<file path="src/rtl/mid64_pkg.sv">
`default_nettype none

package mid64_pkg;

    // block and cell types
    typedef logic [63:0] t_block;
    typedef logic [3:0]  t_cell;

    // number of keyed rounds
    localparam int ROUNDS = 15;

    // default depth of the queue between front and back
    localparam int QUEUE_DEPTH_DEF = 4;

    // configuration register indexes
    localparam int CFG_IDX_W = 1;
    localparam logic [CFG_IDX_W-1:0] REG_KEY_LOW  = 1'b0;
    localparam logic [CFG_IDX_W-1:0] REG_KEY_HIGH = 1'b1;

    // Sb0 substitution box
    localparam t_cell SBOX [16] = '{
        4'hc, 4'ha, 4'hd, 4'h3, 4'he, 4'hb, 4'hf, 4'h7,
        4'h8, 4'h9, 4'h1, 4'h5, 4'h0, 4'h2, 4'h4, 4'h6
    };

    // ShuffleCell: cell i takes source cell SHUF_SRC[i]
    localparam t_cell SHUF_SRC [16] = '{
        4'd0, 4'd10, 4'd5, 4'd15, 4'd14, 4'd4, 4'd11, 4'd1,
        4'd9, 4'd3, 4'd12, 4'd6, 4'd7, 4'd13, 4'd2, 4'd8
    };

    // round constants, cell 0 in bit 15
    localparam logic [15:0] RC [ROUNDS] = '{
        16'h15B3, 16'h78C0, 16'hA435, 16'h6213, 16'h104F,
        16'hD170, 16'h0266, 16'h0BCC, 16'h9481, 16'h40B8,
        16'h7197, 16'h228E, 16'h5130, 16'hF8CA, 16'hDF90
    };

    // SubCell over all sixteen cells
    function automatic t_block f_sub(input t_block s);
        t_block o;
        for (int i = 0; i < 16; i++) begin
            o[63-4*i -: 4] = SBOX[s[63-4*i -: 4]];
        end
        return o;
    endfunction

    // ShuffleCell permutation
    function automatic t_block f_shuffle(input t_block s);
        t_block o;
        for (int i = 0; i < 16; i++) begin
            o[63-4*i -: 4] = s[63-4*int'(SHUF_SRC[i]) -: 4];
        end
        return o;
    endfunction

    // column mix: each cell becomes the XOR of the other three in its column
    function automatic t_block f_mix(input t_block s);
        t_block o;
        t_cell  all;
        for (int c = 0; c < 4; c++) begin
            all = s[63-16*c -: 4] ^ s[59-16*c -: 4] ^ s[55-16*c -: 4] ^ s[51-16*c -: 4];
            for (int r = 0; r < 4; r++) begin
                o[63-16*c-4*r -: 4] = all ^ s[63-16*c-4*r -: 4];
            end
        end
        return o;
    endfunction

    // spread a round constant into the cell LSBs
    function automatic t_block f_rc_word(input logic [15:0] rc);
        t_block o;
        o = '0;
        for (int i = 0; i < 16; i++) begin
            o[60-4*i] = rc[15-i];
        end
        return o;
    endfunction

    // one full keyed round
    function automatic t_block f_round(input t_block s, input t_block rk,
                                       input logic [15:0] rc);
        return f_mix(f_shuffle(f_sub(s))) ^ rk ^ f_rc_word(rc);
    endfunction

endpackage

`default_nettype wire

</file>
<file path="src/rtl/mid64_front.sv">
`default_nettype none

module mid64_front (
    input  wire logic              i_clk,
    input  wire logic              i_rst_n,
    input  wire logic              i_valid,
    output logic                   o_stall,
    input  wire mid64_pkg::t_block i_plaintext,
    input  wire mid64_pkg::t_block i_wkey,
    input  wire logic              i_q_full,
    output logic                   o_push,
    output mid64_pkg::t_block      o_data
);
    import mid64_pkg::*;

    logic   r_valid;
    t_block r_data;
    logic   accept;

    // hold the request only while the queue is full
    assign o_stall = r_valid & i_q_full;
    assign accept  = i_valid & ~o_stall;
    assign o_push  = r_valid & ~i_q_full;
    assign o_data  = r_data;

    // input register with whitening applied
    always_ff @(posedge i_clk) begin
        if (!i_rst_n) begin
            r_valid <= 1'b0;
        end else if (accept) begin
            r_valid <= 1'b1;
        end else if (o_push) begin
            r_valid <= 1'b0;
        end
    end

    always_ff @(posedge i_clk) begin
        if (accept) begin
            r_data <= i_plaintext ^ i_wkey;
        end
    end

endmodule

`default_nettype wire

</file>
<file path="src/rtl/mid64_queue.sv">
`default_nettype none

module mid64_queue #(
    parameter int DEPTH = mid64_pkg::QUEUE_DEPTH_DEF
) (
    input  wire logic              i_clk,
    input  wire logic              i_rst_n,
    input  wire logic              i_push,
    input  wire mid64_pkg::t_block i_data,
    output logic                   o_full,
    input  wire logic              i_pop,
    output logic                   o_valid,
    output mid64_pkg::t_block      o_data
);
    import mid64_pkg::*;

    localparam int PW = (DEPTH > 1) ? $clog2(DEPTH) : 1;
    localparam int CW = $clog2(DEPTH + 1);

    t_block        r_mem [DEPTH];
    logic [PW-1:0] r_wr_ptr;
    logic [PW-1:0] r_rd_ptr;
    logic [CW-1:0] r_count;
    logic          do_pop;

    assign o_full  = (r_count == CW'(DEPTH));
    assign o_valid = (r_count != '0);
    assign o_data  = r_mem[r_rd_ptr];
    assign do_pop  = i_pop & o_valid;

    // pointers and fill count
    always_ff @(posedge i_clk) begin
        if (!i_rst_n) begin
            r_wr_ptr <= '0;
            r_rd_ptr <= '0;
            r_count  <= '0;
        end else begin
            if (i_push) begin
                r_wr_ptr <= (r_wr_ptr == PW'(DEPTH - 1)) ? '0 : r_wr_ptr + 1'b1;
            end
            if (do_pop) begin
                r_rd_ptr <= (r_rd_ptr == PW'(DEPTH - 1)) ? '0 : r_rd_ptr + 1'b1;
            end
            if (i_push && !do_pop) begin
                r_count <= r_count + 1'b1;
            end else if (!i_push && do_pop) begin
                r_count <= r_count - 1'b1;
            end
        end
    end

    // storage
    always_ff @(posedge i_clk) begin
        if (i_push) begin
            r_mem[r_wr_ptr] <= i_data;
        end
    end

endmodule

`default_nettype wire

</file>
<file path="src/rtl/mid64_back.sv">
`default_nettype none

module mid64_back (
    input  wire logic              i_clk,
    input  wire logic              i_rst_n,
    input  wire logic              i_q_valid,
    input  wire mid64_pkg::t_block i_q_data,
    output logic                   o_pop,
    input  wire mid64_pkg::t_block i_key0,
    input  wire mid64_pkg::t_block i_key1,
    output logic                   o_valid,
    input  wire logic              i_stall,
    output mid64_pkg::t_block      o_ciphertext
);
    import mid64_pkg::*;

    logic [ROUNDS-1:0] r_vld;
    t_block            r_dat [ROUNDS];
    logic              r_out_valid;
    t_block            r_out;
    logic              adv;

    // whole pipe moves unless a finished result is held
    assign adv          = ~r_out_valid | ~i_stall;
    assign o_pop        = adv;
    assign o_valid      = r_out_valid;
    assign o_ciphertext = r_out;

    // first round takes from the queue
    always_ff @(posedge i_clk) begin
        if (!i_rst_n) begin
            r_vld[0] <= 1'b0;
        end else if (adv) begin
            r_vld[0] <= i_q_valid;
        end
    end

    always_ff @(posedge i_clk) begin
        if (adv) begin
            r_dat[0] <= f_round(i_q_data, i_key0, RC[0]);
        end
    end

    // remaining rounds, key halves alternate
    for (genvar j = 1; j < ROUNDS; j++) begin : g_round
        always_ff @(posedge i_clk) begin
            if (!i_rst_n) begin
                r_vld[j] <= 1'b0;
            end else if (adv) begin
                r_vld[j] <= r_vld[j-1];
            end
        end

        always_ff @(posedge i_clk) begin
            if (adv) begin
                r_dat[j] <= f_round(r_dat[j-1], (j % 2 == 1) ? i_key1 : i_key0, RC[j]);
            end
        end
    end

    // final SubCell and whitening into the output register
    always_ff @(posedge i_clk) begin
        if (!i_rst_n) begin
            r_out_valid <= 1'b0;
        end else if (adv) begin
            r_out_valid <= r_vld[ROUNDS-1];
        end
    end

    always_ff @(posedge i_clk) begin
        if (adv) begin
            r_out <= f_sub(r_dat[ROUNDS-1]) ^ i_key0 ^ i_key1;
        end
    end

endmodule

`default_nettype wire

</file>
<file path="src/rtl/midori64_block_encrypt_core.sv">
`default_nettype none

// channel     direction  handshake            payload
// plaintext   in         i_valid / o_stall    i_plaintext  [63:0]
// ciphertext  out        o_valid / i_stall    o_ciphertext [63:0]
// config      in         i_cfg_we             i_cfg_idx, i_cfg_data [63:0]
//
// One block is taken per cycle while the output is not stalled; the fifteen
// rounds are fully unrolled, one register stage per round.
// With an empty queue a result passes through the input register, the queue,
// the 15 rounds, then the final substitution as output register.
// Reset is synchronous, active low; both key halves clear to zero, no clearing pass.
// A stalled output freezes the round pipe; the front keeps taking requests
// until the queue fills.

module midori64_block_encrypt_core #(
    parameter int QUEUE_DEPTH = mid64_pkg::QUEUE_DEPTH_DEF
) (
    input  wire logic                           i_clk,
    input  wire logic                           i_rst_n,
    input  wire logic                           i_valid,
    output logic                                o_stall,
    input  wire mid64_pkg::t_block              i_plaintext,
    output logic                                o_valid,
    input  wire logic                           i_stall,
    output mid64_pkg::t_block                   o_ciphertext,
    input  wire logic                           i_cfg_we,
    input  wire logic [mid64_pkg::CFG_IDX_W-1:0] i_cfg_idx,
    input  wire mid64_pkg::t_block              i_cfg_data
);
    import mid64_pkg::*;

    t_block r_key0;
    t_block r_key1;
    logic   q_full;
    logic   q_push;
    t_block q_wdata;
    logic   q_valid;
    t_block q_rdata;
    logic   q_pop;

    // key registers
    always_ff @(posedge i_clk) begin
        if (!i_rst_n) begin
            r_key0 <= '0;
            r_key1 <= '0;
        end else if (i_cfg_we) begin
            case (i_cfg_idx)
                REG_KEY_LOW:  r_key0 <= i_cfg_data;
                REG_KEY_HIGH: r_key1 <= i_cfg_data;
                default: ;
            endcase
        end
    end

    // front: accept and whiten
    mid64_front u_front (
        .i_clk      (i_clk),
        .i_rst_n    (i_rst_n),
        .i_valid    (i_valid),
        .o_stall    (o_stall),
        .i_plaintext(i_plaintext),
        .i_wkey     (r_key0 ^ r_key1),
        .i_q_full   (q_full),
        .o_push     (q_push),
        .o_data     (q_wdata)
    );

    // queue between front and round pipe
    mid64_queue #(
        .DEPTH(QUEUE_DEPTH)
    ) u_queue (
        .i_clk  (i_clk),
        .i_rst_n(i_rst_n),
        .i_push (q_push),
        .i_data (q_wdata),
        .o_full (q_full),
        .i_pop  (q_pop),
        .o_valid(q_valid),
        .o_data (q_rdata)
    );

    // back: unrolled rounds
    mid64_back u_back (
        .i_clk       (i_clk),
        .i_rst_n     (i_rst_n),
        .i_q_valid   (q_valid),
        .i_q_data    (q_rdata),
        .o_pop       (q_pop),
        .i_key0      (r_key0),
        .i_key1      (r_key1),
        .o_valid     (o_valid),
        .i_stall     (i_stall),
        .o_ciphertext(o_ciphertext)
    );

    // front only stalls on a full queue
    a_stall_full: assert property (@(posedge i_clk) disable iff (!i_rst_n)
        o_stall |-> q_full)
        else $error("front stalled with queue space free");

    // a push without a pop leaves the queue non-empty
    a_push_fill: assert property (@(posedge i_clk) disable iff (!i_rst_n)
        (q_push && !(q_pop && q_valid)) |=> q_valid)
        else $error("queue lost a pushed request");

    // a held result is not dropped while stalled
    a_hold_out: assert property (@(posedge i_clk) disable iff (!i_rst_n)
        (o_valid && i_stall) |=> o_valid)
        else $error("stalled result dropped");

endmodule

`default_nettype wire

</file>
<file path="config.mk">
export PLATFORM = sky130hd
export DESIGN_NAME = midori64_block_encrypt_core
export DESIGN_NICKNAME = d
export VERILOG_FILES = /design/src/rtl/mid64_pkg.sv /design/src/rtl/mid64_front.sv /design/src/rtl/mid64_queue.sv /design/src/rtl/mid64_back.sv /design/src/rtl/midori64_block_encrypt_core.sv
export SDC_FILE = /design/constraint.sdc
export NUM_CORES = 2
export LEC_CHECK = 0
export ABC_CLOCK_PERIOD_IN_PS = 52700
export BUFFER_PORTS_ARGS = -buffer_cell sky130_fd_sc_hd__buf_2
export CORE_ASPECT_RATIO = 0.9
export CORE_UTILIZATION = 45
export DETAILED_ROUTE_END_ITERATION = 12
export RECOVER_POWER = 50
export SETUP_SLACK_MARGIN = 0.05
export SYNTH_ARGS = -nofsm -noshare
export SYNTH_HDL_FRONTEND = slang
export SYNTH_HIERARCHICAL = 1
export SYNTH_SLANG_ARGS = --single-unit
</file>
<file path="constraint.sdc">
create_clock -name i_clk -period 52.7 [get_ports i_clk]
set_input_delay 2.635 -clock i_clk [delete_from_list [all_inputs] [get_ports i_clk]]
set_output_delay 2.635 -clock i_clk [all_outputs]
set_load 0.01 [all_outputs]
</file>
* Word-level counts from Yosys, hierarchy flattened
Memories as Yosys holds them, arrays and structs flattened. A register that Yosys moved wholly into a read port is not among the register bits. Cells that the tools add are included.
Word-level totals: memories 258, input port bits 134, output and inout bits 66, word-level logic and storage cells 1798, memory bits (read-only) 16384, register bits after elaboration 280, RAM bits 1216
Cells by class: eq/ne operators 3, reductions and logical operators 9, bitwise operators 720, add/subtract/negate cells 4, order comparisons 256, multiplexer cells 524
Memories:
- u_back.r_dat | words 15, width 64, rd ports 15, clocked after memory_dff 0, wr ports 15, line mid64_back.sv:18 | t_block r_dat [ROUNDS];
- u_queue.r_mem | words 4, width 64, rd ports 1, clocked after memory_dff 1, wr ports 1, line mid64_queue.sv:20 | t_block r_mem [DEPTH];
- (no name shown) | words 16, width 4, rd ports 1, clocked after memory_dff 0, wr ports 0, line mid64_pkg.sv:43 | o[63-4*i -: 4] = SBOX[s[63-4*i -: 4]];
- (no name shown) | words 16, width 4, rd ports 1, clocked after memory_dff 0, wr ports 0, line mid64_pkg.sv:43
- (no name shown) | words 16, width 4, rd ports 1, clocked after memory_dff 0, wr ports 0, line mid64_pkg.sv:43
- (no name shown) | words 16, width 4, rd ports 1, clocked after memory_dff 0, wr ports 0, line mid64_pkg.sv:43
- 252 more memories
Operators with widths (number):
- 4-bit two-way mux | 512
- 4-bit bitwise XOR | 420
- 5-bit greater-or-equal comparator (second input constant) | 256
- 4-bit NOT with 5-bit output | 256
- 64-bit bitwise XOR | 19
- 9-bit NOT | 3
- 6-bit NOT | 4
- 7-bit NOT | 3
- 5-bit NOT | 4
- 2-bit two-way mux | 4
- 8-bit NOT | 1
- 1-bit two-way mux | 6
- 3-bit two-way mux | 2
- 1-bit NOT | 5
- 2-bit by 1-bit adder with 2-bit output (second input constant) | 2
- 1-bit bitwise AND | 4
- 2-bit == test (second input constant) | 2
- 2-bit AND reduction | 2
- 2-bit nonzero test | 2
- 3-bit by 1-bit adder with 3-bit output (second input constant) | 1
- 3-bit == test (second input constant) | 1
- 3-bit nonzero test | 1
- 3-bit by 1-bit subtractor with 3-bit output (second input constant) | 1
- 1-bit logical AND | 2
- 2 further kinds | 3

* Depth between registers and ports, before layout
word-level depth 10, mapped depth 11, mapped depth without buffers 9

* Cells and area by module
The synthesis kept the hierarchy.
Modules (own cells, without submodules):
- mid64_back | cells each 6546, area each 68664.6 µm², seq. area each 31069.8 µm², instances 1
- mid64_queue | cells each 380, area each 9769.4 µm², seq. area each 7867.5 µm², instances 1
- midori64_block_encrypt_core | cells each 549, area each 5395.2 µm², seq. area each 2562.5 µm², instances 1
- mid64_front | cells each 133, area each 2532.4 µm², seq. area each 1941.9 µm², instances 1

* Worst setup path after synthesis
OpenSTA, ideal clock, no wires.
path kind input port to flip-flop, start input i_stall, end register u_queue.r_count[2], arrival time 37418 ps, library setup time 76 ps, cell stages on the path 8, data required time 52624 ps, slack 15206 ps, path buffers 2, cell sequence and2_1 clkbuf_1 inv_1 clkbuf_1 o31ai_1 ha_1 or3_1 a21boi_0
Between the ends: word-level cells in the longest chain between the ends 6, elaborated cells between the ends (all ways) 8, classes of those cells 1 x mux; 3 x bitwise; 4 x reduce/logical
Ends and longest elaborated chain:
- from (decl) | line midori64_block_encrypt_core.sv:25 | input wire logic i_stall,
- 1-bit NOT * | line mid64_back.sv:24 | assign adv = ~r_out_valid | ~i_stall;
- 1-bit bitwise OR * | line mid64_back.sv:24
- via q_pop | line midori64_block_encrypt_core.sv:40 | logic q_pop;
- 1-bit bitwise AND * | line mid64_queue.sv:29 | assign do_pop = i_pop & o_valid;
- 1-bit zero test | line mid64_queue.sv:44 | if (i_push && !do_pop) begin
- 1-bit logical AND | line mid64_queue.sv:44
- 3-bit two-way mux or 2-bit nonzero test (tied branches)
- to (signal assigned) | line mid64_queue.sv:45 | r_count <= r_count + 1'b1;
- to (signal assigned) | line mid64_queue.sv:47 | r_count <= r_count - 1'b1;
- to (decl) | line mid64_queue.sv:23 | logic [CW-1:0] r_count;
The timed path passes the listed nets; every way through them passes the cells marked *. A chain may end at the register's enable or synchronous reset.

==> PnR_summary.wiki <==
{| class="wikitable"
! Metric !! Value
|-
| Maximum net fanout on the critical path || 134
|-
| Number of clock buffers inserted by TritonCTS || 162
|-
| Gates resized, CTS repair || 0
|-
| Final setup fails || 0
|-
| Crit path time final || 5.97 ns
|-
| Count of routing violations after the opening detailed-route iteration || 8,543
|-
| Routed Antenna Nets || 0
|-
| Pre-Repair DR Iteration Count || 12
|-
| Layout Skew || 0.0471 ns
|-
| Critical path capture point type || register
|-
| Number of flops mapped to enable cells by yosys || 1,344
|-
| Total Die Area || 194,000 µm²
|-
| Average detailed-routed wire length per instance || 30.3 µm
|-
| FFs w/ async S/R, synth || 0%
|-
| Die Wd || 464 µm
|-
| Most used flip-flop cell after synthesis || sky130_fd_sc_hd__edfxtp_1
|-
| Portion of the clock cycle consumed by the worst path in the final layout || 11.3%
|-
| Number of warning messages in the yosys log || 6
|-
| Core area || 191,000 µm²
|-
| Cell type with the highest occurrence count on the critical path || sky130_fd_sc_hd__buf_4
|-
| Placement Rows || 152
|-
| Cell variety after synth || 45
|-
| CTS root buffer || sky130_fd_sc_hd__clkbuf_16
|-
| Wire length of the first global-routing pass || 429,000 µm
|-
| Initial Utilization || 45.3%
|-
| Hold/Removal Path Class || register to register
|-
| Crit-path max cell delay || 0.87 ns
|-
| Y dimension of the die || 418 µm
|-
| Clock slew at reported path FFs || 0.06 ns
|-
| Number of sinks on the clock net || 1,498
|-
| Share of final-layout standard cells stronger than drive strength 1 || 7.63%
|-
| Worst endpoint data arrival time || 6.40 ns
|-
| Worst endpoint required time || 53.13 ns
|-
| Worst Path Class, Setup || input port to register
|-
| Syn Std Cell Area || 86,400 µm²
|-
| Overall routing resource usage || 32.4%
|-
| Measured slew at the worst slew-check pin || 3.17 ns
|-
| Number of global-route vias before repair || 54,500
|-
| Synth Area in Simple Gates || 6.20%
|-
| Post-synthesis compound-gate area fraction || 10.2%
|-
| Post-Place Worst Slack || 45.97 ns
|-
| CP startpoint kind || input port
|-
| Total number of nets in the final design || 8,019
|-
| Maximum number of buffers from clock root to sink || 3
|-
| Share of the synthesized netlist area taken by xor and xnor gates || 27.5%
|-
| Max-slew headroom at the worst pin || -111%
|-
| DRC violations left || 48
|-
| Pin count of the biggest net entering global routing || 182
|-
| Run status || finished with violations
|-
| Post-detailed-placement half-perimeter wirelength || 222,000 µm
|-
| Max-cap violation count || 81
|-
| Final standard cell utilization of the core || 50.2%
|-
| Synth Area in Adders || 1.07%
|-
| Flip-flop and latch count after synthesis || 1,498
|-
| Synthesized instance count || 7,608
|-
| Net count after synthesis || 7,749
|-
| Number of vias per cell after detailed routing || 5.72
|-
| Violated checks || DRC, capacitance limit, slew limit
|-
| Dominant combinational cell family by area after synthesis || XOR/XNOR gates
|-
| Wire length reported by the detailed router || 320,000 µm
|-
| DR vias || 60,500
|-
| Number of hold violations in the final report || 0
|-
| Setup repair after global routing missed its margin || false
|-
| CTS tree || built
|-
| GR Overflow Total || 0
|-
| Number of buffers added to fix hold violations after cts || 0
|-
| Number of antenna violations at the first check in global routing || 17
|-
| Final setup margin || 46.73 ns
|-
| Number of buffer cells added on primary ports || 199
|-
| Mean Syn Cell Area || 11.4 µm²
|-
| Setup repair bufs after CTS || 0
|-
| Skew-Pair Late Insertion Delay || 0.83 ns
|-
| Sequential area share after synthesis || 50.3%
|-
| Final count of pins violating max slew || 1,074
|-
| Mux share of post-synthesis cell area || 3.20%
|-
| Top achievable clock speed || 167 MHz
|-
| Cell with the largest stage delay on the worst path || sky130_fd_sc_hd__buf_4
|-
| Routability-driven placement congestion ratio || 0.944
|-
| H-tree lvl count || 4
|-
| CP cell instances || buf_2, and2_1, inv_8, buf_4, buf_12, buf_4
|-
| Top Ports || 200
|-
| Area grow syn2layout || 10.9%
|-
| Sum Neg Setup Slack || 0 ns
|}
[path summary, 6_finish.rpt]
check	from	end	slack, ns	depth (start not counted)
worst max-delay path	i_stall	u_back/r_dat[1][274]$_DFFE_PP_	46.73	6
worst min-delay path	r_key0[22]$_SDFFE_PN0P_	r_key0[22]$_SDFFE_PN0P_	0.46	2
worst max register to register	u_queue/r_count[0]$_SDFFE_PN0P_	u_queue/r_mem[3][46]$_DFFE_PP_	47.50	4
worst min register to register	r_key0[22]$_SDFFE_PN0P_	r_key0[22]$_SDFFE_PN0P_	0.46	2
[logic make-up (layout without fill, tap and decap cells)]
family,Yosys count,in the layout
AO/OA/AOI/OAI,1480,1480
buffers and inverters,281,685
XOR/XNOR,2655,2655
flip-flops,1498,1498
adder cells (fa/ha/maj),87,87
AND/OR/NAND/NOR,1412,1412
multiplexers,195,195
other,0,14
[metal layers]
layer | vias up | global-route usage, % | wire, µm
li1 | 26700 | - | -
met1 | 30000 | 43.2 | 128000
met3 | 625 | 8.85 | 35800
met2 | 3139 | 48.7 | 140000
met4 | 12 | 15.5 | 16000
met5 | - | 0 | 79
[synthesized netlist by cell type (59+ instances only)]
| master | count | area share, % |
|---|---|---|
| sky130_fd_sc_hd__dfxtp_1 | 154 | 3.6 |
| sky130_fd_sc_hd__a21o_1 | 240 | 2.1 |
| sky130_fd_sc_hd__xor2_1 | 624 | 6.3 |
| sky130_fd_sc_hd__nand2_1 | 658 | 2.9 |
| sky130_fd_sc_hd__mux2i_1 | 131 | 1.5 |
| sky130_fd_sc_hd__edfxtp_1 | 1344 | 47 |
| sky130_fd_sc_hd__a21oi_1 | 576 | 3.3 |
| sky130_fd_sc_hd__nor2_1 | 735 | 3.2 |
| sky130_fd_sc_hd__clkbuf_1 | 123 | 0.53 |
| sky130_fd_sc_hd__o21ai_0 | 353 | 2.0 |
| sky130_fd_sc_hd__maj3_1 | 59 | 0.68 |
| sky130_fd_sc_hd__o21a_1 | 242 | 2.1 |
| sky130_fd_sc_hd__xnor2_1 | 1995 | 20 |
| sky130_fd_sc_hd__inv_1 | 100 | 0.43 |
| sky130_fd_sc_hd__mux4_2 | 60 | 1.6 |
[state kept, by name, indices dropped and copies added (netlist names), named ones only]
| name | cells |
|---|---|
| u_queue/r_count | 3 |
| u_front/o_data | 64 |
| u_queue/r_wr_ptr | 2 |
| r_key0 | 64 |
| u_back/r_dat | 960 |
| u_back/o_ciphertext | 64 |
| u_queue/r_mem | 256 |
| r_key1 | 64 |
| u_back/r_vld | 15 |
| u_queue/r_rd_ptr | 2 |
| u_front/r_valid | 1 |
| u_back/o_valid | 1 |
[critical path: cells and delay by family]
family / cells / cell delay (ns)
simple gates: 1 / 0.37
buf+inv: 5 / 2.96
[cells in the final DEF (no fill, tap or decap), types with 19 or more instances in the layout]
cell	Yosys	routed
sky130_fd_sc_hd__xnor2_1	1995	1995
sky130_fd_sc_hd__edfxtp_1	1344	1344
sky130_fd_sc_hd__nor2_1	735	735
sky130_fd_sc_hd__nand2_1	658	658
sky130_fd_sc_hd__xor2_1	624	625
sky130_fd_sc_hd__a21oi_1	576	580
sky130_fd_sc_hd__o21ai_0	353	353
sky130_fd_sc_hd__o21a_1	242	242
sky130_fd_sc_hd__a21o_1	240	240
sky130_fd_sc_hd__buf_2	27	177
sky130_fd_sc_hd__clkbuf_16	0	162
sky130_fd_sc_hd__mux2i_1	131	131
sky130_fd_sc_hd__dfxtp_1	154	127
sky130_fd_sc_hd__inv_1	100	99
sky130_fd_sc_hd__clkbuf_1	123	83
sky130_fd_sc_hd__maj3_1	59	66
sky130_fd_sc_hd__mux4_2	60	60
sky130_fd_sc_hd__buf_4	1	54
sky130_fd_sc_hd__clkinv_2	0	30
sky130_fd_sc_hd__dfxtp_2	0	26
sky130_fd_sc_hd__clkinv_1	0	25
sky130_fd_sc_hd__bufinv_16	0	19
[metrics by stage]
step / instances / instance area [µm²] / hold WS [ns]
global route: 10600 / 95700 / 0.472
floorplan: 7608 / 86400 / 0.441
global placement: 10300 / 90500 / 0.443
CTS: 10600 / 96000 / 0.458
finish: 10600 / 95700 / 0.458
detailed placement: 10300 / 90500 / 0.450
[layout make-up]
class	count	area, µm²
Sequential cell	1498	43500
Clock buffer	199	4260
Multi-Input combinational cell	5829	41600
Antenna cell	14	35.0
Tap cell	2541	3180
Fill cell	16700	95000
Inverter	100	383
Clock inverter	99	1250
Timing Repair Buffer	287	1540
Power is left out: the tool's default activity adds up to more than one toggle a clock period on the data nets, which glitch-free logic cannot reach.
